$ cat config.mk
export PLATFORM = sky130hd
export DESIGN_NAME = ill_queue
export DESIGN_NICKNAME = d
export VERILOG_FILES = /design/src/rtl/ill_pkg.sv /design/src/rtl/ill_queue.sv
export SDC_FILE = /design/constraint.sdc
export NUM_CORES = 1
export LEC_CHECK = 0
export BUFFER_PORTS_ARGS = -buffer_cell sky130_fd_sc_hd__buf_2
export CAP_MARGIN = 15
export CORE_MARGIN = 2
export CORE_UTILIZATION = 33
export CTS_CLUSTER_DIAMETER = 40
export CTS_CLUSTER_SIZE = 30
export DETAILED_ROUTE_END_ITERATION = 7
export PLACE_DENSITY = 0.5
export SLEW_MARGIN = 10
export SYNTH_ARGS = -nofsm -noshare
export SYNTH_HDL_FRONTEND = slang
export SYNTH_SLANG_ARGS = --single-unit
$ cat constraint.sdc
create_clock -name clk -period 3.65 [get_ports clk]
set_input_delay 0.73 -clock clk [delete_from_list [all_inputs] [get_ports clk]]
set_output_delay 0.73 -clock clk [all_outputs]
set_load 0.01 [all_outputs]
$ cat src/rtl/ill_pkg.sv
// ----------------------------------------------------------------------------
// ill_pkg: shared types and constants of the interpolated lookup table
// Field widths, command codes and the queue entry passed from front to back.
// ----------------------------------------------------------------------------
package ill_pkg;

  localparam int VALUE_W    = 20;  // signed Q3.16 lookup input
  localparam int INDEX_W    = 10;  // entry index of a write item
  localparam int ENTRY_W    = 24;  // unsigned Q16.8 table sample
  localparam int FRAC_W     = 16;  // fraction of the scaled position
  localparam int RESULT_W   = 16;  // rounded, saturated result
  localparam int NCFG_W     = 11;  // entries_in_use register
  localparam int POS_W      = 32;  // scaled position, signed, 16 fraction bits
  localparam int ADDR_MAX_W = 16;  // widest table address for any depth
  localparam int IN_DATA_W  = 56;  // packed input fields, padded to bytes
  localparam int OUT_DATA_W = 16;

  localparam int QUEUE_DEPTH = 4;
  localparam int QPTR_W      = 2;
  localparam int QCNT_W      = 3;

  localparam logic CMD_LOOKUP = 1'b0;
  localparam logic CMD_WRITE  = 1'b1;

  typedef enum logic [1:0] {
    OP_WRITE,
    OP_INTERP,
    OP_ENDPOINT
  } op_t;

  typedef struct packed {
    op_t                   op;
    logic [ADDR_MAX_W-1:0] addr;
    logic [FRAC_W-1:0]     frac;
    logic [ENTRY_W-1:0]    data;
  } entry_t;

  typedef struct packed {
    logic   valid;
    entry_t entry;
  } push_t;

endpackage

$ cat src/rtl/ill_queue.sv
// ----------------------------------------------------------------------------
// ill_queue: short queue between front and back
// Holds classified items so either side can stall on its own.
// ----------------------------------------------------------------------------
module ill_queue (
  input  logic            clk,
  input  logic            rst_n,
  input  ill_pkg::push_t  push,
  output logic            ready,
  input  logic            pop,
  output logic            head_valid,
  output ill_pkg::entry_t head
);
  import ill_pkg::*;

  entry_t              slot_r [QUEUE_DEPTH];
  logic [QPTR_W-1:0]   wr_ptr_r;
  logic [QPTR_W-1:0]   rd_ptr_r;
  logic [QCNT_W-1:0]   count_r;
  logic                do_push;
  logic                do_pop;

  assign ready      = count_r != QCNT_W'(QUEUE_DEPTH);
  assign head_valid = count_r != '0;
  assign head       = slot_r[rd_ptr_r];
  assign do_push    = push.valid && ready;
  assign do_pop     = pop && head_valid;

  always_ff @(posedge clk) begin
    if (!rst_n) begin
      wr_ptr_r <= '0;
      rd_ptr_r <= '0;
      count_r  <= '0;
    end else begin
      if (do_push) begin
        wr_ptr_r <= wr_ptr_r + QPTR_W'(1);
      end
      if (do_pop) begin
        rd_ptr_r <= rd_ptr_r + QPTR_W'(1);
      end
      case ({do_push, do_pop})
        2'b10:   count_r <= count_r + QCNT_W'(1);
        2'b01:   count_r <= count_r - QCNT_W'(1);
        default: count_r <= count_r;
      endcase
    end
  end

  always_ff @(posedge clk) begin
    if (do_push) begin
      slot_r[wr_ptr_r] <= push.entry;
    end
  end

  a_count_bound: assert property (@(posedge clk) disable iff (!rst_n)
    count_r <= QCNT_W'(QUEUE_DEPTH))
    else $error("queue count beyond depth");

  a_no_push_full: assert property (@(posedge clk) disable iff (!rst_n)
    push.valid |-> ready)
    else $error("push offered to a full queue");

  a_ptr_track: assert property (@(posedge clk) disable iff (!rst_n)
    (count_r == '0) || (count_r == QCNT_W'(QUEUE_DEPTH)) |-> wr_ptr_r == rd_ptr_r)
    else $error("queue pointers disagree with count");

endmodule

==> results of run 1 <==
routing by layer:
metal | GRT usage | up-vias
li1 | - | 1814
met4 | 0.0378 | 10
met1 | 0.150 | 2100
met2 | 0.203 | 121
met3 | 0.0520 | 44
met5 | 0 | -
area by class of cell:
cell class                 count  area, um^2
tap                          341         427
antenna                        2        5.00
clock buffer                  40         937
timing repair buffer         128         721
sequential                   241        7150
multi-input combinational     94        1590
clock inverter                23         244
fill                        2348       15500
inverter                       6        22.5
where the power goes:
| part | switching, W | leakage (nW) | internal [W] |
|---|---|---|---|
| Combinational | 0.000767 | 0.962 | 0.000825 |
| Clock | 0.00116 | 0.583 | 0.00214 |
| Sequential | 0.000200 | 2.20 | 0.00334 |
per-stage QoR:
stage / std cells / util / total power, W / hold slack (ns) / instance area [um^2]
final: 875 / 0.417 / 0.00844 / 0.451 / 11100
after global routing: 873 / 0.416 / 0.00883 / 0.434 / 11100
after CTS: 873 / 0.416 / 0.00860 / 0.426 / 11100
after detailed placement: 810 / 0.372 / 0.00526 / 0.510 / 9920
after global placement: 810 / 0.372 / 0.00523 / 0.477 / 9920
after floorplan: 355 / - / 0.00464 / 0.468 / 8870
cells by family after synthesis:
kind of cell | synth area share
flip-flops | 0.805
XOR/XNOR | 0.00395
buffers and inverters | 0.0165
multiplexers | 0.149
AO/OA/AOI/OAI | 0.00479
adder cells (fa/ha/maj) | 0.00931
AND/OR/NAND/NOR | 0.0107
sequential cells by signal, summed over array words and instances, names as in the netlist, named ones only:
signal / flops
count_r: 3
wr_ptr_r: 2
rd_ptr_r: 2
slot_r: 232
worst paths after layout:
| path | from | to | slack [ns] | cells after the start |
|---|---|---|---|---|
| setup / recovery | flip-flop | head[28] | 0.64 | 3 |
| hold / removal | push[12] | slot_r[3][12] | 0.45 | 1 |
| setup reg to reg | count_r[0] | count_r[2] | 1.36 | 9 |
| hold reg to reg | wr_ptr_r[0] | wr_ptr_r[0] | 0.52 | 2 |
Yosys cell counts:
cell type and n:
sky130_fd_sc_hd__edfxtp_1 232, sky130_fd_sc_hd__mux4_2 58, sky130_fd_sc_hd__dfxtp_1 9, sky130_fd_sc_hd__and2_1 7, sky130_fd_sc_hd__inv_1 6, sky130_fd_sc_hd__nand2_1 6, sky130_fd_sc_hd__ha_1 5, sky130_fd_sc_hd__buf_1 3
sky130_fd_sc_hd__buf_12 3, sky130_fd_sc_hd__buf_2 3, sky130_fd_sc_hd__buf_4 3, sky130_fd_sc_hd__xnor2_1 3, sky130_fd_sc_hd__mux2i_1 2, sky130_fd_sc_hd__nor2b_1 2, sky130_fd_sc_hd__o21ai_0 2, sky130_fd_sc_hd__or3_1 2
sky130_fd_sc_hd__a21boi_0 1, sky130_fd_sc_hd__a21boi_1 1, sky130_fd_sc_hd__buf_6 1, sky130_fd_sc_hd__clkbuf_1 1, sky130_fd_sc_hd__fa_1 1, sky130_fd_sc_hd__nor2_1 1, sky130_fd_sc_hd__o311ai_0 1, sky130_fd_sc_hd__o31a_1 1
sky130_fd_sc_hd__xor2_1 1
==> summary by stage, run 1 <==
Outcome
The run finished with clean final reports.

Route
The first-pass iteration count of the detailed router is 4. The routed metal-1 wirelength is between 7000 and 8000 um. After detailed routing, the total wire length is 17300 um. The average wire per cell in the routed design is ~20 um. The detailed router placed 4089 vias in this run. The average via count per standard cell is 4.67. The wire length on met2 is 8330 um. In this run, the number of DRC markers left after iteration 0 of detailed routing was approximately 240. Summed over all nets, wire length on met3 after detailed routing comes to about 1500 um.

Once detail routing completed, the nets flagged for antenna violations numbered 0. The top layer used by detailed routing is met5. The count of unresolved DRC violations after routing is 0.

Die
The core region is 26700 um^2. The initial cell density of the core is 0.333. The area of the die is roughly 28000 um^2.

From bottom edge to top edge, the die measures around 170 um. For this design the top-level I/O count stands at 122. The floorplan row count is 60. The die is roughly 170 um wide.

Timing
The worst clock skew on the final layout is about 0.014 ns. The final max-slew violation count is 0. Headroom to the max-slew limit came out at 0.381.

For the final routed database, the setup TNS stands at 0 ns. The final number of hold-violating endpoints is 0. The minimum setup slack in the final design is 0.636 ns. Based on the critical path, the design can be clocked at up to 332 MHz. The number of failing setup endpoints in the final timing report is 0. The final period demand of the worst path is roughly 3 ns. Setup repair after global routing left no endpoint under its margin. The slew at the pin closest to its max-slew limit is between 0.9 and 1 ns.

Dividing the final minimum period by the clock period gives 0.826.

Clock tree
Buffers inserted during clock tree synthesis total 35. After clock tree synthesis, the clock-pin slew on the worst setup and hold paths is around 0.05 ns. After clock tree synthesis, the flow added hold-fix buffers numbering 0. The number of clock sinks seen by CTS is roughly 240. The TritonCTS clock tree is yes. The cell at the root of the clock tree is sky130_fd_sc_hd__clkbuf_16.

The number of cells upsized or downsized after cts is 0. The number of post-CTS setup repair buffers is 0. At the later pin of the worst-skew pair, clock insertion delay measures ~0.5 ns. The number of buffers on the longest clock path is 3. The H-tree was split into 2 levels.

Critical path
In this run the worst path has a maximum fanout of 27. Together, buffers and inverters on the worst path number 2. Walking the worst path, the cells encountered are buf_4 > mux4_2 > buf_2.

The critical path capture point type is an output port. The largest individual stage delay along the critical path comes from the cell sky130_fd_sc_hd__dfxtp_4. The data arrival time of the critical path is between 2 and 2.5 ns.

The worst setup path is launched from a flip-flop. The family with the most delay on the worst path is flip-flops. The critical path is of the flip-flop to output port type.

The delay contributed by the slowest stage of the critical path is 0.72 ns. Data on the critical path is required at its endpoint by approximately 3 ns.

Synthesis
The yosys synthesis warning count is 0. After synthesis, the mean cell area works out to between 20 and 25 um^2. The largest total area in the synthesized netlist belongs to sky130_fd_sc_hd__edfxtp_1. Summing every instance area after synthesis gives around 8900 um^2. The sequential share of the synthesized area is 0.805. The area share of the largest cell type after synthesis is 0.785. Counting flops and latches in the post-synthesis netlist gives ~240. Counting every instance in the synthesized netlist gives 355.

After synthesis, the cell types taking the most area are sky130_fd_sc_hd__edfxtp_1 (78%), sky130_fd_sc_hd__mux4_2 (15%), sky130_fd_sc_hd__dfxtp_1 (2.0%). The number of different library cells used by synthesis comes to 25. Counting every net in the synthesized netlist gives about 420.

Layout
The area growth from synthesis to layout is 25.1%. In the final layout, the share of cells above drive strength 1 is 0.468. Leaving out fill and tap cells, the most frequent cell in the layout is sky130_fd_sc_hd__edfxtp_1. The top cell types in the final layout, fill and taps aside, are sky130_fd_sc_hd__edfxtp_1 (232), sky130_fd_sc_hd__buf_2 (121), sky130_fd_sc_hd__mux4_2 (58). The final net count is between 500 and 600.

Power and ir drop
Power spread over the standard cell area amounts to approximately 760 nW/um^2. In this run the static leakage power is roughly 3.7 nW. The largest vdd supply drop is around 0.32 mV.

Global route
For this run, the total global-route usage over all layers was measured as 0.124. The global-route wire length before repair is 26100 um. The maximum number of pins on one net before global-route repair is 59. The via count of the first global-routing pass came to 4449. The number of antenna violations at the first check in global routing is 7.

The remaining global-route overflow is 0.

Placed design
During placement, the flow inserted port buffers numbering around 120. The detailed placer's ending HPWL is between 9000 and 10000 um. The pre-CTS worst setup slack is about 1.0 ns. The last weighted congestion value of the routability-driven placer is roughly 0.68.

Job
The number of violations of the max-capacitance limit is 0.

Hold path
The worst hold path belongs to the class input pin to flip-flop.
No activity file was read; power rests on OpenSTA's default activity.
==> run 2: changes to the inputs <==
==> constraint.sdc (replaced) <==
create_clock -name clk -period 3.1 [get_ports clk]
set_input_delay 0.62 -clock clk [delete_from_list [all_inputs] [get_ports clk]]
set_output_delay 0.62 -clock clk [all_outputs]
set_load 0.01 [all_outputs]
==> run 2 against run 1 <==
  * Flip-flop and latch count stayed put
  * Sequential power is 16% higher
  * Clock skew is 0.0020 ns lower
  * Sequential share of layout area is 0.68 points lower
  * Cell area is 1.1% higher
  * Die area stayed put
  * Cell count is 0.23% higher
  * Register-to-register slack worse by 0.60 ns
  * Critical endpoint is now head[13]
==> summary by stage, run 2 (same netlist as run 1, synthesis figures left out) <==
Die
The initial cell density of the core is 0.333 (unchanged). The I/O pin count is 122 (unchanged). The y dimension of the die is 168 um (unchanged).

The area of the core region is 26700 um^2 (unchanged). The area of the die was 28200 um^2 (unchanged). The floorplan row count is 60 (unchanged).

The die outline width is 168 um (unchanged).

Placed design
The last weighted congestion value of the routability-driven placer is 0.694 (+1.5%). The detailed placer's ending HPWL is 10400 um (+3.9%). The number of input and output port buffers inserted is 121 (unchanged).

Layout
Compared with the post-synthesis result, the final layout area differs by 26.4%. In the final layout, the registers with the most flip-flops are slot_r: 232 flops, count_r: 3 flops. The number of flip-flops under the largest register name is 232 (unchanged). The utilization after layout is 0.421 (+0.00446). In the layout the commonest cells are sky130_fd_sc_hd__edfxtp_1 (232), sky130_fd_sc_hd__buf_2 (121), sky130_fd_sc_hd__mux4_2 (58). The final net count is 579 (+0.87%). The count of antenna diodes in the layout came to 0 (-2).

The most common library cell in the layout ignoring fill and taps is sky130_fd_sc_hd__edfxtp_1. The share of layout cells above drive strength 1 was 0.478 (+0.00957). slot_r holds more flip-flops than any other register.

Route
The number of routed nets with antenna violations is 0 (unchanged). The vias after detailed routing is 4120 (+0.76%). The average wire per cell in the routed design is 19.2 um (-3.0%).

The count of routing violations after the opening detailed-route iteration is 292 (+24%). The routed wire length is 16800 um (-2.8%). The count of unresolved DRC violations after routing was 0 (unchanged). The first-pass iteration count of the detailed router is 6 (+2). The average via count per standard cell is 4.70 (+0.53%).

Global route
The global-route wire length before repair is 25700 um (-1.7%). The global-route usage over all layers is 0.121 (-0.00261). The number of antenna violations at the first check in global routing is 1 (-6). The remaining global-route overflow is 0 (unchanged). The maximum number of pins on one net before global-route repair came to 33 (-44%).

The via count of the first global-routing pass came to 4375 (-1.7%).

Critical path
The delay contributed by the slowest stage of the critical path was 0.57 ns (-0.15 ns). Walking the worst path, the cells encountered are buf_12 > mux4_2 > buf_2. The count of buffer and inverter cells on the critical path is 2 (unchanged).

On the critical path, the stage with the largest delay is an instance of sky130_fd_sc_hd__mux4_2. The required time reported for the critical path endpoint is 2.48 ns (-0.44 ns). The classification of the worst setup path is flip-flop to output port.

The worst setup path is captured at an output port. The maximum fanout along the worst path is 25 (-7.4%). The family with the most delay on the worst path is multiplexers. The type of element launching the critical path is a flip-flop.

The data arrival time of the critical path is 2.09 ns (-0.19 ns).

Power and ir drop
The switching share of total power is 0.255 (+0.00318). The combinational power share is 0.196 (+0.007). The cell area power density is 895 nW/um^2 (+18%). The sequential power share is 0.409 (-0.011).

The clock share of power came to 0.395 (+0.004). The leakage power of the design is 3.80 nW (+1.3%). The largest vdd supply drop came to 0.360 mV (+11%). The cell internal power dissipation is 0.00748 W (+19%). The net switching power of the design is 0.00257 W (+21%).

Timing
The final worst-path cycle share is 0.873. The worst hold margin came to 0.343 ns (-0.108 ns). The worst clock skew on the final layout came to 0.0123 ns (-0.00196 ns).

The final sum of negative setup slack is 0 ns (unchanged). The number of failing setup endpoints in the final timing report is 0 (unchanged). The headroom to the max-slew limit is 0.497 (+0.116). After layout, the minimum clock period comes to around 2.7 ns. The slew at the pin closest to its max-slew limit was 0.753 ns (-0.176 ns). Setup repair after global routing left no endpoint under its margin. The final number of hold-violating endpoints is 0 (unchanged).

The achievable clock frequency is ~370 MHz. The final max-slew violation count came to 0 (unchanged).

Outcome
The flow ran to the end, and the final reports show no timing, DRC or antenna violations.

Clock tree
The count of H-tree levels built during CTS is 2 (unchanged). The number of clock sinks seen by CTS is 241 (unchanged). The tree is rooted in a sky130_fd_sc_hd__clkbuf_16. The post-cts hold buffer count is 0 (unchanged). The number of post-CTS setup repair buffers is 0 (unchanged).

The number of cells upsized or downsized after cts is 0 (unchanged). The number of buffers on the longest clock path is 3 (unchanged). The TritonCTS clock tree is yes.

The register clock-pin slew on the reported worst setup and hold paths is 0.06 ns (about the same). The number of buffers added by the clock tree synthesis step is 34 (-2.9%). The clock network latency to the later pin of the worst-skew pair was 0.49 ns (about the same).

Hold path
The kind of path behind the tightest hold check is input pin to flip-flop.

Job
The number of violations of the max-capacitance limit was 0 (unchanged).
==> run 2: changes by cell type in the layout (fill, tap and decap cells not counted), sizes merged <==
cell      previous run  this run
buf                128       134
bufinv               4         5
clkbuf              40        37
clkinv              14         8
clkinvlp             1         2
diode                2         0
inv                 10        15
==> run 2: path summary, 6_finish.rpt <==
| path | start | to | slack [ns] | cells after the start |
|---|---|---|---|---|
| hold / removal | push[54] | slot_r[1][54] | 0.34 | 1 |
| setup reg to reg | count_r[1] | count_r[2] | 0.76 | 9 |
| setup / recovery | flip-flop | head[13] | 0.39 | 3 |
| hold reg to reg | wr_ptr_r[0] | wr_ptr_r[0] | 0.51 | 2 |
==> run 2: final cells by class <==
| type | instances | area (um^2) |
|---|---|---|
| Sequential cell | 241 | 7150 |
| Tap cell | 341 | 427 |
| Fill cell | 2284 | 15400 |
| Multi-Input combinational cell | 94 | 1590 |
| Timing Repair Buffer | 134 | 828 |
| Clock buffer | 37 | 883 |
| Clock inverter | 24 | 314 |
| Inverter | 6 | 22.5 |
==> run 2: worst reg2reg max path: cells and delay by family (launching register included) <==
kind	cells	cell delay, ns
compound gates	2	0.78
fa+ha+maj	2	0.43
flops	1	0.41
simple gates	2	0.40
buf+inv	2	0.17
xor+xnor	1	0.08
==> run 2: metrics by stage <==
step	instance area, um^2	cells	power [W]	setup slack (ns)
after detailed placement	10000	816	0.00621	0.524
after global routing	11200	877	0.0105	0.253
final	11200	877	0.0100	0.393
after global placement	10000	816	0.00619	0.622
after CTS	11200	877	0.0102	0.320
after floorplan	8870	355	0.00547	0.250
==> run 2: routing by layer <==
layer / wire (um) / share of wire / track usage
met1: 7270 / 0.43 / 0.155
met5: 13 / 0.00077 / 0
met2: 8220 / 0.49 / 0.198
met3: 1080 / 0.064 / 0.0386
met4: 258 / 0.015 / 0.0378
==> run 2: power groups by stage <==
| stage | logic [W] | clock network (W) | registers, W |
|---|---|---|---|
| after floorplan | 0.00140 | 0 | 0.00407 |
| after global placement | 0.00202 | 0 | 0.00417 |
| after detailed placement | 0.00203 | 0 | 0.00418 |
| after CTS | 0.00203 | 0.00408 | 0.00412 |
| after global routing | 0.00214 | 0.00423 | 0.00415 |
| final | 0.00197 | 0.00397 | 0.00411 |
