--- src/rtl/ill_pkg.sv ---
// ----------------------------------------------------------------------------
// ill_pkg: shared types and constants of the interpolated lookup table
// Field widths, command codes and the queue entry passed from front to back.
// ----------------------------------------------------------------------------
package ill_pkg;

  localparam int VALUE_W    = 20;  // signed Q3.16 lookup input
  localparam int INDEX_W    = 10;  // entry index of a write item
  localparam int ENTRY_W    = 24;  // unsigned Q16.8 table sample
  localparam int FRAC_W     = 16;  // fraction of the scaled position
  localparam int RESULT_W   = 16;  // rounded, saturated result
  localparam int NCFG_W     = 11;  // entries_in_use register
  localparam int POS_W      = 32;  // scaled position, signed, 16 fraction bits
  localparam int ADDR_MAX_W = 16;  // widest table address for any depth
  localparam int IN_DATA_W  = 56;  // packed input fields, padded to bytes
  localparam int OUT_DATA_W = 16;

  localparam int QUEUE_DEPTH = 4;
  localparam int QPTR_W      = 2;
  localparam int QCNT_W      = 3;

  localparam logic CMD_LOOKUP = 1'b0;
  localparam logic CMD_WRITE  = 1'b1;

  typedef enum logic [1:0] {
    OP_WRITE,
    OP_INTERP,
    OP_ENDPOINT
  } op_t;

  typedef struct packed {
    op_t                   op;
    logic [ADDR_MAX_W-1:0] addr;
    logic [FRAC_W-1:0]     frac;
    logic [ENTRY_W-1:0]    data;
  } entry_t;

  typedef struct packed {
    logic   valid;
    entry_t entry;
  } push_t;

endpackage

--- src/rtl/ill_front.sv ---
// ----------------------------------------------------------------------------
// ill_front: input stage of the interpolated lookup table
// Accepts items, scales lookups by the entry count and classifies them.
// ----------------------------------------------------------------------------
module ill_front #(
  parameter int TABLE_DEPTH = 1024
) (
  input  logic                          clk,
  input  logic                          rst_n,
  input  logic                          in_tvalid,
  output logic                          in_tready,
  input  logic [ill_pkg::IN_DATA_W-1:0] in_tdata,
  input  logic                          in_tuser,
  input  logic [ill_pkg::NCFG_W-1:0]    nm1,
  input  logic                          q_ready,
  output ill_pkg::push_t                push
);
  import ill_pkg::*;

  logic                      f_valid_r;
  logic                      f_cmd_r;
  logic signed [POS_W-1:0]   f_pos_r;
  logic signed [POS_W-1:0]   f_pos_nxt;
  logic [INDEX_W-1:0]        f_index_r;
  logic [ENTRY_W-1:0]        f_data_r;
  logic signed [VALUE_W-1:0] in_value;
  logic                      advance;
  logic [POS_W-17:0]         pos_idx;
  logic                      pos_neg;
  logic                      pos_high;
  logic                      write_keep;
  entry_t                    entry;

  assign in_value  = $signed(in_tdata[VALUE_W-1:0]);
  assign advance   = !f_valid_r || q_ready;
  assign in_tready = advance;
  assign f_pos_nxt = POS_W'(in_value) * POS_W'($signed({1'b0, nm1}));

  always_ff @(posedge clk) begin
    if (!rst_n) begin
      f_valid_r <= 1'b0;
    end else if (advance) begin
      f_valid_r <= in_tvalid;
    end
  end

  always_ff @(posedge clk) begin
    if (advance && in_tvalid) begin
      f_cmd_r   <= in_tuser;
      f_pos_r   <= f_pos_nxt;
      f_index_r <= in_tdata[VALUE_W +: INDEX_W];
      f_data_r  <= in_tdata[VALUE_W+INDEX_W +: ENTRY_W];
    end
  end

  // The sign bit rides along in pos_idx; negative positions take the
  // first-entry branch before pos_idx is looked at.
  assign pos_neg    = f_pos_r[POS_W-1];
  assign pos_idx    = f_pos_r[POS_W-1:FRAC_W];
  assign pos_high   = (POS_W-17)'(nm1) <= pos_idx;
  assign write_keep = 32'(f_index_r) < 32'(TABLE_DEPTH);

  always_comb begin
    entry.op   = OP_INTERP;
    entry.addr = ADDR_MAX_W'(pos_idx);
    entry.frac = f_pos_r[FRAC_W-1:0];
    entry.data = f_data_r;
    if (f_cmd_r == CMD_WRITE) begin
      entry.op   = OP_WRITE;
      entry.addr = ADDR_MAX_W'(f_index_r);
      entry.frac = '0;
    end else if (pos_neg) begin
      entry.op   = OP_ENDPOINT;
      entry.addr = '0;
      entry.frac = '0;
    end else if (pos_high) begin
      entry.op   = OP_ENDPOINT;
      entry.addr = ADDR_MAX_W'(nm1);
      entry.frac = '0;
    end
  end

  // Drop writes beyond the table here; they never reach the queue.
  assign push.valid = f_valid_r && q_ready && ((f_cmd_r == CMD_LOOKUP) || write_keep);
  assign push.entry = entry;

  a_hold_when_full: assert property (@(posedge clk) disable iff (!rst_n)
    f_valid_r && !q_ready |=> f_valid_r && $stable(f_pos_r))
    else $error("front stage lost an item while the queue was full");

endmodule

--- config.mk ---
export PLATFORM = sky130hd
export DESIGN_NAME = ill_front
export DESIGN_NICKNAME = d
export VERILOG_FILES = /design/src/rtl/ill_pkg.sv /design/src/rtl/ill_front.sv
export SDC_FILE = /design/constraint.sdc
export NUM_CORES = 1
export LEC_CHECK = 0
export ABC_CLOCK_PERIOD_IN_PS = 7500
export BUFFER_PORTS_ARGS = -buffer_cell sky130_fd_sc_hd__buf_4
export CAP_MARGIN = 30
export CORE_MARGIN = 2
export CORE_UTILIZATION = 60
export CTS_CLUSTER_SIZE = 28
export DETAILED_ROUTE_END_ITERATION = 7
export HOLD_SLACK_MARGIN = 0.03
export PLACE_DENSITY = 0.82
export SLEW_MARGIN = 25
export SYNTH_ARGS = -nofsm -noshare
export SYNTH_HDL_FRONTEND = slang
export SYNTH_SLANG_ARGS = --single-unit
--- constraint.sdc ---
create_clock -name clk -period 7.5 [get_ports clk]
set_clock_uncertainty 0.15 [all_clocks]
set_input_delay 0 -clock clk [delete_from_list [all_inputs] [get_ports clk]]
set_output_delay 0 -clock clk [all_outputs]
set_load 0.02 [all_outputs]
==> impl_summary.md, run 1 <==
Run status
The flow ran to the end, and the final reports show no timing, DRC or antenna violations.

Timing
The count of endpoints failing setup in the final report is 0. After routing, the total negative slack on setup checks comes to 0 ns. The post-route fraction of the period consumed by the critical path is 68.7%. Headroom to the max-slew limit came out at between 50% and 60%. Setup repair after global routing left no endpoint under its margin. The transition time of the tightest slew-check pin is 0.737 ns.

The final critical delay including setup and external delays is 5.15 ns. For this run, the top clock speed supported by timing is 0.194 GHz. The number of pins with negative max-slew slack in the final report was 0. The final-report hold violation count is 0.

Synth
The sequential fraction of the synthesis area is 18.6%. After synthesis the netlist holds a flip-flop and latch count of 68. The dominant register cell in the synthesized netlist is edfxtp_1. Yosys printed 0 warnings. Counting flops with a built-in enable in the synthesized netlist gives 67. After synthesis the cells add up to roughly 11000 um2. After synthesis, the share of flip-flops with an asynchronous set or reset is 0%. Each instance of the synthesized netlist takes up on average approximately 9.5 um2. In the synthesized netlist, the number of instances is 1158. Counting distinct cell types in the post-synthesis netlist gives 55.

Pwr
In this run the power density over the cells is 445 nW/um2. The analysis attributes to cell leakage a power of 0.00648 uW. The total power is around 5600 uW.

VDD sags by at most between 0.3 and 0.4 mV.

Setup path
For this run, the slowest stage of the critical path takes about 0.57 ns. The worst register-to-register path has a depth of 3. The maximum fanout count along the critical path is 22. The kind of capture point of the worst setup path is a flip-flop. The element type at the critical path start is a primary input. Traced cell by cell, the critical path runs through buf_4 > nand2_1 > fa_1 > inv_1 > fa_1 > inv_1 > fa_1 > fa_1 > fa_1 > inv_1 > ha_1 > a21oi_1 > o221ai_1 > a21oi_1 > a31oi_1 > a211oi_2 > o221ai_1 > xnor2_1. Data arrives at the worst endpoint at between 5 and 6 ns. The register-to-register setup slack is 5.34 ns. The startpoint of the worst register-to-register path is f_valid_r. Counting stages on the worst path, the most repeated cell is fa_1. The type of the worst setup path is primary input to flip-flop. The data required time of the critical path is about 7.4 ns.

The endpoint identified for the worst register-to-register timing path is f_pos_r[26]. The slowest stage of the critical path belongs to the cell fa_1.

Layout
Leaving out fill and tap cells, the most frequent cells in the layout are inv_1, fa_1, nand2_1. Cells with a size suffix above 1 make up roughly 12% of the layout. The library cell used most frequently in the layout, excluding fill and tap cells, is inv_1. The post-synthesis to final-layout area growth is 15.1%.

Fill cells in the final layout number about 1300. The repair_antennas step left the layout with diodes totalling 0. The net count of the finished layout is 1631.

Global route
The initial antenna violation count is 0. The global-route wire length before repair is between 40000 and 50000 um. The largest net degree at the start of global routing is 38. The number of global-route vias before repair is a little under 9000. Global routing consumed, over all layers together, 27.0% of the routing resources. After global routing the overflow that remains totals 0.

Worst hold path
The path with the worst hold slack has its endpoint at f_pos_r[1]. The critical hold path startpoint is in_tdata[1]. The worst hold path belongs to the class primary input to flip-flop.

The number of cells on the worst hold path is 3.

Drt
The detail-routed net length per standard cell is 16.6 um. The DRC marker count from the first detailed-route iteration is ~360. Using the TritonRoute via totals, the vias-per-cell ratio works out to between 5 and 6. The final layout contains routed wiring with a total length of roughly 25000 um.

The number of optimization iterations in the first detailed-route pass is 5. The number of remaining DRC errors is 0. The final route contains a little over 8000 vias. The detail route stage leaves a number of antenna-violating nets equal to 0.

Clock tree
Clock-pin slew was measured on the worst setup and hold paths at 0.06 ns. The clock buffer count from CTS is 9. Gates resized during post-CTS repair numbered 0.

In this run the clock root is driven by a clkbuf_16. The H-tree generated during clock tree synthesis spans 3 levels. The TritonCTS sink count is 68.

The clock tree from TritonCTS is done. The later pin in the worst-skew pair is clocked with a latency of about 0.33 ns. The clock passes through at most 2 buffers.

Placed design
The weighted congestion reported at the end of routability-driven placement is ~0.9. In this run the tool buffered the top-level ports with ~120 buffer cells. The HPWL after detailed placement is 18500 um.

Floorplan
The die extent in y is between 100 and 150 um. The starting utilization of the core area is about three fifths. The placeable core area is between 15000 and 20000 um2. The initialized floorplan defines 49 standard-cell rows. The I/O pin count is between 100 and 150. The horizontal extent of the die is 139 um.

The full die area is 19300 um2.

Flow run
The tool flagged a number of max-cap violations equal to 0.
[worst max path at each step]
stage	slack, ns	start	end
floorplan	2.26	nm1[7]	f_pos_r[30]
global placement	2.17	nm1[3]	f_pos_r[31]
detailed placement	2.04	nm1[3]	f_pos_r[29]
CTS	2.38	nm1[3]	f_pos_r[29]
global route	2.13	in_tdata[0]	f_pos_r[29]
finish	2.35	nm1[3]	f_pos_r[29]
[synth_stat cells, drive strengths merged (3+ instances only)]
| library cell | instances | area, um2 |
|---|---|---|
| o31ai | 3 | 22.5 |
| nand3 | 6 | 30.0 |
| and2 | 89 | 557 |
| xnor2 | 24 | 210 |
| inv | 290 | 1090 |
| xor2 | 5 | 43.8 |
| nand2 | 174 | 656 |
| a21o | 12 | 91.3 |
| edfxtp | 67 | 2010 |
| nand2b | 3 | 18.8 |
| nand4 | 7 | 43.8 |
| a21oi | 26 | 134 |
| mux2i | 12 | 120 |
| o21bai | 3 | 22.5 |
| or3 | 3 | 18.8 |
| a21boi | 3 | 26.3 |
| o21a | 8 | 60.1 |
| clkbuf | 47 | 180 |
| nor4 | 3 | 18.8 |
| a211oi | 3 | 32.5 |
| o21ai | 18 | 90.1 |
| nor3 | 7 | 40.0 |
| ha | 81 | 1010 |
| nor2 | 24 | 92.6 |
| a31oi | 4 | 25.0 |
| buf | 11 | 95.1 |
| nor2b | 6 | 37.5 |
| a211o | 3 | 26.3 |
| fa | 197 | 3940 |
[cell families (layout without fill, tap and decap cells)]
group	count (synthesis)	count (layout)	share of synthesized area (%)
buf+inv	348	472	12.5
simple gates	327	327	14.3
fa+ha+maj	278	278	45.3
compound gates	95	95	5.98
flops	68	68	18.6
xor+xnor	29	29	2.32
mux	12	12	1.10
other cells	1	5	0.0343
[sequential cells by signal (all words and copies together), names as in the netlist]
register	flops
f_cmd_r	1
f_data_r	24
f_index_r	10
f_pos_r	32
f_valid_r	1
[per-layer routing]
layer	routed length [um]	track usage, %	vias to the layer above
met5	0	0	-
met4	772	9.09	0
met3	1080	2.80	67
met2	13800	51.0	247
met1	9450	32.0	4124
li1	-	-	3723
[area by class of cell]
type                       count  area [um2]  area share (%)
multi-input combinational    746        7570            60.1
clock inverter                 7        52.6           0.417
inverter                     290        1090            8.64
tap                          229         287            2.27
sequential                    68        2030            16.1
timing repair buffer         166        1340            10.7
clock buffer                   9         225            1.79
[metrics by stage]
step	hold WS, ns	std cells	util, %	cell area [um2]	worst slack [ns]
after floorplan	-0.0511	1162	-	11000	2.26
after global placement	0.0277	1459	66.4	11900	2.17
after detailed placement	0.0293	1459	66.4	11900	2.04
after CTS	0.0496	1514	70.1	12600	2.38
after global routing	0.122	1515	70.1	12600	2.13
final	0.110	1515	70.1	12600	2.35
[critical path: cells and delay by family]
kind / cells / cell delay [ns]
adders and majority gates: 6 / 2.86
AOI/OAI and AO/OA: 6 / 1.47
buffers and inverters: 4 / 0.43
xor gates and xnor gates: 1 / 0.16
and+or+nand+nor: 1 / 0.13
[timing repair]
action / 4_1_cts / 5_1_grt
setup buffers: 0 / 0
hold buffers: 39 / 0
setup endpoints to repair: 0 / 0
hold endpoints to repair: 37 / 0
[report_power, final]
part	switching, uW	total (uW)	internal (uW)
sequential	37.3	772	735
combinational	2540	4440	1890
clock	176	401	225
No activity file was read; power rests on OpenSTA's default activity.
==> inputs of run 2 (changes only) <==
--- a/config.mk
+++ b/config.mk
@@ -5,7 +5,8 @@
 export SDC_FILE = /design/constraint.sdc
 export NUM_CORES = 1
 export LEC_CHECK = 0
-export ABC_CLOCK_PERIOD_IN_PS = 7500
+export ABC_AREA = 1
+export ABC_CLOCK_PERIOD_IN_PS = 5200
 export BUFFER_PORTS_ARGS = -buffer_cell sky130_fd_sc_hd__buf_4
 export CAP_MARGIN = 30
 export CORE_MARGIN = 2
==> constraint.sdc (replaced) <==
create_clock -name clk -period 5.2 [get_ports clk]
set_clock_uncertainty 0.15 [all_clocks]
set_input_delay 0 -clock clk [delete_from_list [all_inputs] [get_ports clk]]
set_output_delay 0 -clock clk [all_outputs]
set_load 0.02 [all_outputs]
==> run 2 against run 1 <==
Compared with the run above: area after synthesis is 3.9% higher; sequential cell count stayed put; sequential share of layout area is 0.71 points lower; cell count is 17% higher; critical path depth is 2 lower; register-to-register slack worse by 2.0 ns; non-clock buffer count is 5 higher; worst setup slack worse by 1.8 ns; largest power group unchanged.
==> impl_summary.md, run 2 <==
Run status
Result of the run: finished, final reports clean (unchanged).

Layout
The area used by sequential logic in the layout was 2030 um2 (unchanged). The number of fill cells in the layout is 1390 (was 1295). Most used cells in the layout excluding fill and tap cells: inv_1, nand2_1, fa_1 (was inv_1, fa_1, nand2_1). The post-synthesis to final-layout area growth is 15.9% (was 15.1%). Largest registers: f_pos_r: 32 flops, f_data_r: 24 flops, f_index_r: 10 flops (unchanged).

The share of the core filled with cells in the final layout came to 70.7% (was 70.1%). The layout net count came to 1878 (was 1631). The multi-input logic area is 7600 um2 (was 7570 um2). The flip-flop count of the largest register, all copies and words added is 32 (unchanged).

The register name with the most flops is f_pos_r (unchanged). The most frequent standard cell in the layout excluding fill and tap cells is inv_1 (unchanged). The fraction of final layout cells with drive strength greater than 1 is 11.6% (was 12.2%). The count of antenna diodes in the layout is 0 (unchanged).

Drt
The detail-routed net length per standard cell came to 16.3 um (was 16.6 um). The number of optimization iterations in the first detailed-route pass was 6 (was 5). The number of remaining DRC errors was 0 (unchanged). The via density per instance is 5.30 (was 5.39). The DRC marker count from the first detailed-route iteration was 727 (was 361). The total length of routed wires came to 28900 um (was 25100 um). The remaining antenna violation count after routing was 0 (unchanged). The number of vias in the routed layout was 9362 (was 8161).

Global route
The global-route wire length before repair is 48100 um (was 41900 um). The number of global-route vias before repair was 10100 (was 8861). The global router's overall resource usage is 30.7% (was 27.0%). The initial antenna violation count is 0 (unchanged).

The residual overflow from global routing came to 0 (unchanged). The largest net degree at the start of global routing is 35 (was 38).

Setup path
The critical path's largest stage delay is 0.74 ns (was 0.57 ns). The kind of capture point of the worst setup path is a flip-flop (unchanged). CP cell instances: buf_4 > nand2_1 > fa_1 > fa_1 > fa_1 > fa_1 > fa_1 > inv_1 > ha_1 > inv_1 > nor3_1 > nand2_1 > a21oi_1 > nor2_1 > nand3_1 > nand2_1 (was buf_4 > nand2_1 > fa_1 > inv_1 > fa_1 > inv_1 > fa_1 > fa_1 > fa_1 > inv_1 > ha_1 > a21oi_1 > o221ai_1 > a21oi_1 > a31oi_1 > a211oi_2 > o221ai_1 > xnor2_1). The family of cells with the greatest summed delay on the critical path is adder cells (unchanged). The cell with the largest stage delay on the worst path is fa_1 (unchanged). The element type at the critical path start is a primary input (unchanged). The type of the worst setup path is primary input to flip-flop (unchanged). The maximum fanout count along the critical path is 16 (was 22). The number of buffers and inverters on the critical path was 3 (was 4). The data arrival time of the critical path is 4.63 ns (was 5.08 ns). The data required time of the critical path came to 5.13 ns (was 7.43 ns). The most frequent cell on the critical path is fa_1 (unchanged).

Synth
The combined area of all synthesized cells is 11400 um2 (was 10900 um2). The number of distinct library cell variants in the gate-level netlist after synthesis is 39 (was 55). The sequential fraction of the synthesis area is 17.9% (was 18.6%). The dominant register cell in the synthesized netlist was edfxtp_1 (unchanged). The synthesis warning total came to 0 (unchanged).

The average cell area after synthesis was 8.14 um2 (was 9.45 um2). The top cell type's share of synthesized area is 34.7% (was 36.0%). The most frequently used cell type in the post-synthesis netlist is inv_1 (unchanged). The fraction of registers with async set/reset came to 0% (unchanged). The synthesized flop and latch total came to 68 (unchanged). The most area-hungry cell type in the Yosys netlist is fa_1 (unchanged). Most instantiated cells after synthesis: inv_1, nand2_1, fa_1 (was inv_1, fa_1, nand2_1). The number of instances in the synthesized netlist came to 1397 (was 1158). Top area cells in the synthesized netlist: fa_1, edfxtp_1, inv_1 (unchanged). The number of enable flip-flop cells after synthesis is 67 (unchanged).

Floorplan
The horizontal extent of the die is 142 um (was 139 um). The die extent in y is 142 um (was 139 um). The I/O pin count is 132 (unchanged). The number of placement rows is 50 (was 49). The full die area is 20100 um2 (was 19300 um2). The starting utilization of the core area was 61.0% (was 60.9%).

The placeable core area is 18600 um2 (was 18000 um2).

Pwr
The worst-case vdd ir drop is 0.498 mV (was 0.341 mV). The total power is 8390 uW (was 5610 uW). The power per cell area is 637 nW/um2 (was 445 nW/um2).

The static leakage power is 0.00745 uW (was 0.00648 uW).

Clock tree
The clock buffer count from CTS came to 9 (unchanged). The latest clock arrival within the worst-skew pair is 0.32 ns (was 0.33 ns). The clock-pin slew reported for the worst setup and hold paths after clock tree synthesis is 0.06 ns (about the same). The post-CTS resize count is 0 (unchanged). The TritonCTS sink count is 68 (unchanged). The deepest level of the CTS H-tree is 3 (unchanged).

The clock root buffer is clkbuf_16 (unchanged). The maximum count of clock buffers along a single path came to 2 (unchanged). The clock tree from TritonCTS was done (unchanged).

Timing
The highest achievable clock rate is approximately 0.21 GHz. The transition time of the tightest slew-check pin was 0.773 ns (was 0.737 ns). The sum of negative setup slack came to 0 ns (unchanged).

The final-report hold violation count is 0 (unchanged). The relative slew slack is 48.2% (was 50.9%). The number of pins with negative max-slew slack in the final report is 0 (unchanged). The count of endpoints failing setup in the final report was 0 (unchanged). The post-route worst hold slack was 0.0659 ns (was 0.110 ns). Dividing the final minimum period by the clock period gives roughly 90%. RSZ-0062 raised after global routing: no (unchanged).

The final critical delay including setup and external delays is 4.70 ns. The final worst slack is 0.498 ns (was 2.35 ns).

Flow run
The number of maximum-capacitance violations is 0 (unchanged).

Placed design
The HPWL after detailed placement is 21600 um (was 18500 um). The worst slack at placement is 0.160 ns (was 2.04 ns). The count of input and output buffers is 124 (unchanged). The weighted congestion reported at the end of routability-driven placement is 0.931 (was 0.923).

Worst hold path
The type of the most critical hold path was primary input to flip-flop (unchanged).
run 2: cell types whose count changed after synthesis, sizes merged, moves of 4 or more:
| cell | previous run | this run |
|---|---|---|
| mux2i | 12 | 0 |
| xor2 | 5 | 14 |
| o21a | 8 | 2 |
| xnor2 | 24 | 5 |
| a21oi | 26 | 36 |
| nand2 | 174 | 386 |
| a21o | 12 | 4 |
| nand3 | 6 | 44 |
| inv | 290 | 404 |
| a31oi | 4 | 0 |
| nor2b | 6 | 0 |
| and2 | 89 | 0 |
| nor2 | 24 | 54 |
run 2: final timing paths:
check             startpoint            to  slack, ns  depth (start not counted)
hold reg to reg    f_valid_r  f_index_r[8]       0.59                          1
hold / removal       q_ready  f_index_r[8]       0.07                          3
setup reg to reg   f_valid_r   f_pos_r[10]       3.38                          2
setup / recovery      nm1[3]   f_pos_r[30]       0.50                         16
run 2: what timing repair did:
item,CTS,global route
endpoints found under the hold margin,47,0
hold buffers,39,0
setup buffers,0,0
run 2: cell type report:
type,count,share of cell area (%)
flip-flops and latches,68,15.4
well taps,234,2.22
inverters,404,11.5
clock inverters,7,0.750
multi-input cells,874,57.7
clock buffers,9,1.71
repair buffers,171,10.7
run 2: worst min-delay path: cells and delay by family:
family	cells	cell delay, ns
compound gates	1	0.15
buf+inv	2	0.20
run 2: power by group:
part | switching [uW] | internal [uW] | total (uW)
sequential | 56.1 | 1030 | 1090
combinational | 4240 | 2390 | 6630
clock | 245 | 422 | 668
run 2: per-layer routing:
metal / GRT usage (%) / routed length, um / up-vias
met3: 4.29 / 1850 / 89
met2: 56.8 / 15400 / 385
met5: 0 / 0 / -
met1: 36.6 / 10700 / 4589
li1: - / - / 4299
met4: 10.7 / 979 / 0
run 2: cell families (layout without fill, tap and decap cells):
kind of cell	Yosys count	in the layout	synth area share [%]
xor+xnor	19	19	1.46
buf+inv	459	591	15.5
compound gates	64	64	3.21
flops	68	68	17.9
simple gates	508	508	18.3
other cells	1	5	0.0330
fa+ha+maj	278	278	43.6
run 2: metrics by stage:
step	cells	area (um2)
floorplan	1401	11400
global placement	1710	12400
detailed placement	1712	12500
CTS	1767	13200
global route	1767	13200
finish	1767	13200
==> inputs of run 3 (changes only) <==
--- a/config.mk
+++ b/config.mk
@@ -6,7 +6,7 @@
 export NUM_CORES = 1
 export LEC_CHECK = 0
 export ABC_AREA = 1
-export ABC_CLOCK_PERIOD_IN_PS = 5200
+export ABC_CLOCK_PERIOD_IN_PS = 5480
 export BUFFER_PORTS_ARGS = -buffer_cell sky130_fd_sc_hd__buf_4
 export CAP_MARGIN = 30
 export CORE_MARGIN = 2
==> constraint.sdc (replaced) <==
create_clock -name clk -period 5.48 [get_ports clk]
set_clock_uncertainty 0.15 [all_clocks]
set_input_delay 0 -clock clk [delete_from_list [all_inputs] [get_ports clk]]
set_output_delay 0 -clock clk [all_outputs]
set_load 0.02 [all_outputs]
==> run 3 against run 2 <==
Compared with the run above: clock power is 6.1% lower; routed wire length is 0.82% lower; combinational power down 4.4%; register-to-register slack gained 0.37 ns; cell area shrank 0.52%; count of clock-buffer cells in the layout is the same; non-clock buffer count fell by 5; largest power group unchanged; highest routed layer unchanged.
==> impl_summary.md, run 3 (synthesized netlist as in run 2, its figures left out) <==
Clock tree
The clock buffer count from CTS was 9 (unchanged). The TritonCTS sink count is 68 (unchanged). The deepest level of the CTS H-tree is 3 (unchanged). The number of buffers inserted by hold repair at cts was 38 (was 39). The latest clock arrival within the worst-skew pair is 0.33 ns (was 0.32 ns). The clock-pin slew reported for the worst setup and hold paths after clock tree synthesis is 0.06 ns (about the same). The setup fix buffers added after clock tree synthesis is 0 (unchanged). The maximum count of clock buffers along a single path is 2 (unchanged). The post-CTS resize count is 0 (unchanged). The clock tree from TritonCTS was done (unchanged). The clock root buffer was clkbuf_16 (unchanged).

Floorplan
The horizontal extent of the die is 142 um (unchanged). The die extent in y is 142 um (unchanged). The I/O pin count came to 132 (unchanged). The number of placement rows is 50 (unchanged). The full die area is 20100 um2 (unchanged). The placeable core area is 18600 um2 (unchanged).

The starting utilization of the core area came to 61.0% (unchanged).

Drt
The via density per instance is 5.30 (about the same). The remaining antenna violation count after routing is 0 (unchanged). The detail-routed net length per standard cell was 16.3 um (about the same). The number of vias in the routed layout is 9347 (was 9362).

The number of remaining DRC errors is 0 (unchanged). The number of optimization iterations in the first detailed-route pass came to 5 (was 6). The total length of routed wires is 28600 um (was 28900 um). The DRC marker count from the first detailed-route iteration is 652 (was 727).

Timing
The clock period could shrink to between 4 and 5 ns. The final worst slack is 0.659 ns (was 0.498 ns). The final-report hold violation count came to 0 (unchanged). RSZ-0062 raised after global routing: no (unchanged). The transition time of the tightest slew-check pin is 0.854 ns (was 0.773 ns). Derived from the worst setup path, the maximum achievable clock frequency is 0.207 GHz. The count of endpoints failing setup in the final report is 0 (unchanged). The sum of negative setup slack is 0 ns (unchanged). The number of pins with negative max-slew slack in the final report came to 0 (unchanged).

The relative slew slack is 42.8% (was 48.2%). Dividing the final minimum period by the clock period gives between 80% and 90%.

Layout
The register name with the most flops is f_pos_r (unchanged). The layout net count came to 1873 (was 1878). The most frequent standard cell in the layout excluding fill and tap cells is inv_1 (unchanged). The number of fill cells in the layout is 1368 (was 1390).

Largest registers: f_pos_r: 32 flops, f_data_r: 24 flops, f_index_r: 10 flops (unchanged). The flip-flop count of the largest register, all copies and words added came to 32 (unchanged). The post-layout instance count excluding filler cells is 1762 (was 1767). The multi-input logic area is 7600 um2 (unchanged). The fraction of final layout cells with drive strength greater than 1 is 11.3% (was 11.6%). Most used cells in the layout excluding fill and tap cells: inv_1, nand2_1, fa_1 (unchanged). The area used by sequential logic in the layout is 2030 um2 (unchanged). The count of antenna diodes in the layout was 0 (unchanged). The post-synthesis to final-layout area growth is 15.3% (was 15.9%).

Setup path
The type of the worst setup path is primary input to flip-flop (unchanged). The data required time of the critical path was 5.41 ns (was 5.13 ns). The kind of capture point of the worst setup path is a flip-flop (unchanged). The element type at the critical path start is a primary input (unchanged). The register-to-register setup slack is 3.75 ns (was 3.38 ns).

The startpoint of the worst register-to-register path is f_valid_r (unchanged). The logic depth of the worst register-to-register path came to 2 (unchanged). The reg-to-reg critical path endpoint is f_pos_r[9] (was f_pos_r[10]). The maximum fanout count along the critical path came to 22 (was 16). The data arrival time of the critical path was 4.75 ns (was 4.63 ns).

Worst hold path
The type of the most critical hold path is primary input to flip-flop (unchanged). The end of the worst hold path is f_pos_r[1] (was f_index_r[8]). The critical hold path startpoint is in_tdata[1] (was q_ready). The number of cells on the worst hold path was 4 (was 3).

Global route
The number of global-route vias before repair is 9911 (was 10100). The global-route wire length before repair came to 47400 um (was 48100 um). The global router's overall resource usage is 30.2% (was 30.7%). The initial antenna violation count came to 0 (unchanged). The largest net degree at the start of global routing is 68 (was 35).

The residual overflow from global routing came to 0 (unchanged).

Flow run
The number of maximum-capacitance violations came to 0 (unchanged).

Placed design
The worst slack at placement is 0.319 ns (was 0.160 ns). The count of input and output buffers is 124 (unchanged). The weighted congestion reported at the end of routability-driven placement is 0.950 (was 0.931).

The instance count after placement with tap cells included came to 1708 (was 1712). The HPWL after detailed placement is 21000 um (was 21600 um).

Pwr
The static leakage power is 0.00741 uW (was 0.00745 uW). The worst-case vdd ir drop is 0.473 mV (was 0.498 mV). The total power is 7990 uW (was 8390 uW). The power per cell area is 610 nW/um2 (was 637 nW/um2).

Run status
Result of the run: finished, final reports clean (unchanged).
run 3: worst max path at each step:
stage	end	cells past startpoint	start	slack [ns]
after floorplan	f_pos_r[31]	16	nm1[3]	0.82
after global placement	f_pos_r[30]	16	nm1[3]	0.42
after detailed placement	f_pos_r[30]	16	nm1[3]	0.32
after CTS	f_pos_r[30]	16	nm1[3]	0.69
after global routing	f_pos_r[30]	16	nm1[3]	0.39
final	f_pos_r[30]	16	nm1[3]	0.66
run 3: layout make-up:
type,count,share of cell area [%]
clock inverters,7,0.687
inverters,404,11.6
flip-flops and latches,68,15.5
repair buffers,166,10.3
well taps,234,2.23
clock buffers,9,1.72
multi-input cells,874,58.0
run 3: worst max-delay path, stage by stage:
cell,delay [ns]
buf_4,0.30
nand2_1,0.21
fa_1,0.75
fa_1,0.59
fa_1,0.51
fa_1,0.53
fa_1,0.55
inv_1,0.04
ha_1,0.35
inv_1,0.10
nor3_1,0.28
nand2_1,0.11
a21oi_1,0.20
nor2_1,0.08
nand3_1,0.08
nand2_1,0.06
run 3: stage by stage:
step	area, um2	hold WS, ns	util [%]
5_1_grt	13100	0.145	70.3
4_1_cts	13100	0.107	70.3
3_5_place_dp	12400	0.0293	66.6
3_3_place_gp	12400	0.0281	66.5
6_report	13100	0.112	70.3
2_1_floorplan	11400	-0.0511	-
run 3: per-layer routing:
layer	share of wire (%)	track usage, %	vias to the layer above
li1	-	-	4288
met1	36	35.9	4588
met2	52	55.0	384
met3	7.4	4.93	87
met4	4.2	11.5	0
met5	0	0	-
run 3: power by group:
part           switching, uW  internal (uW)
Clock                    230            397
Combinational           4060           2280
Sequential              49.4            982
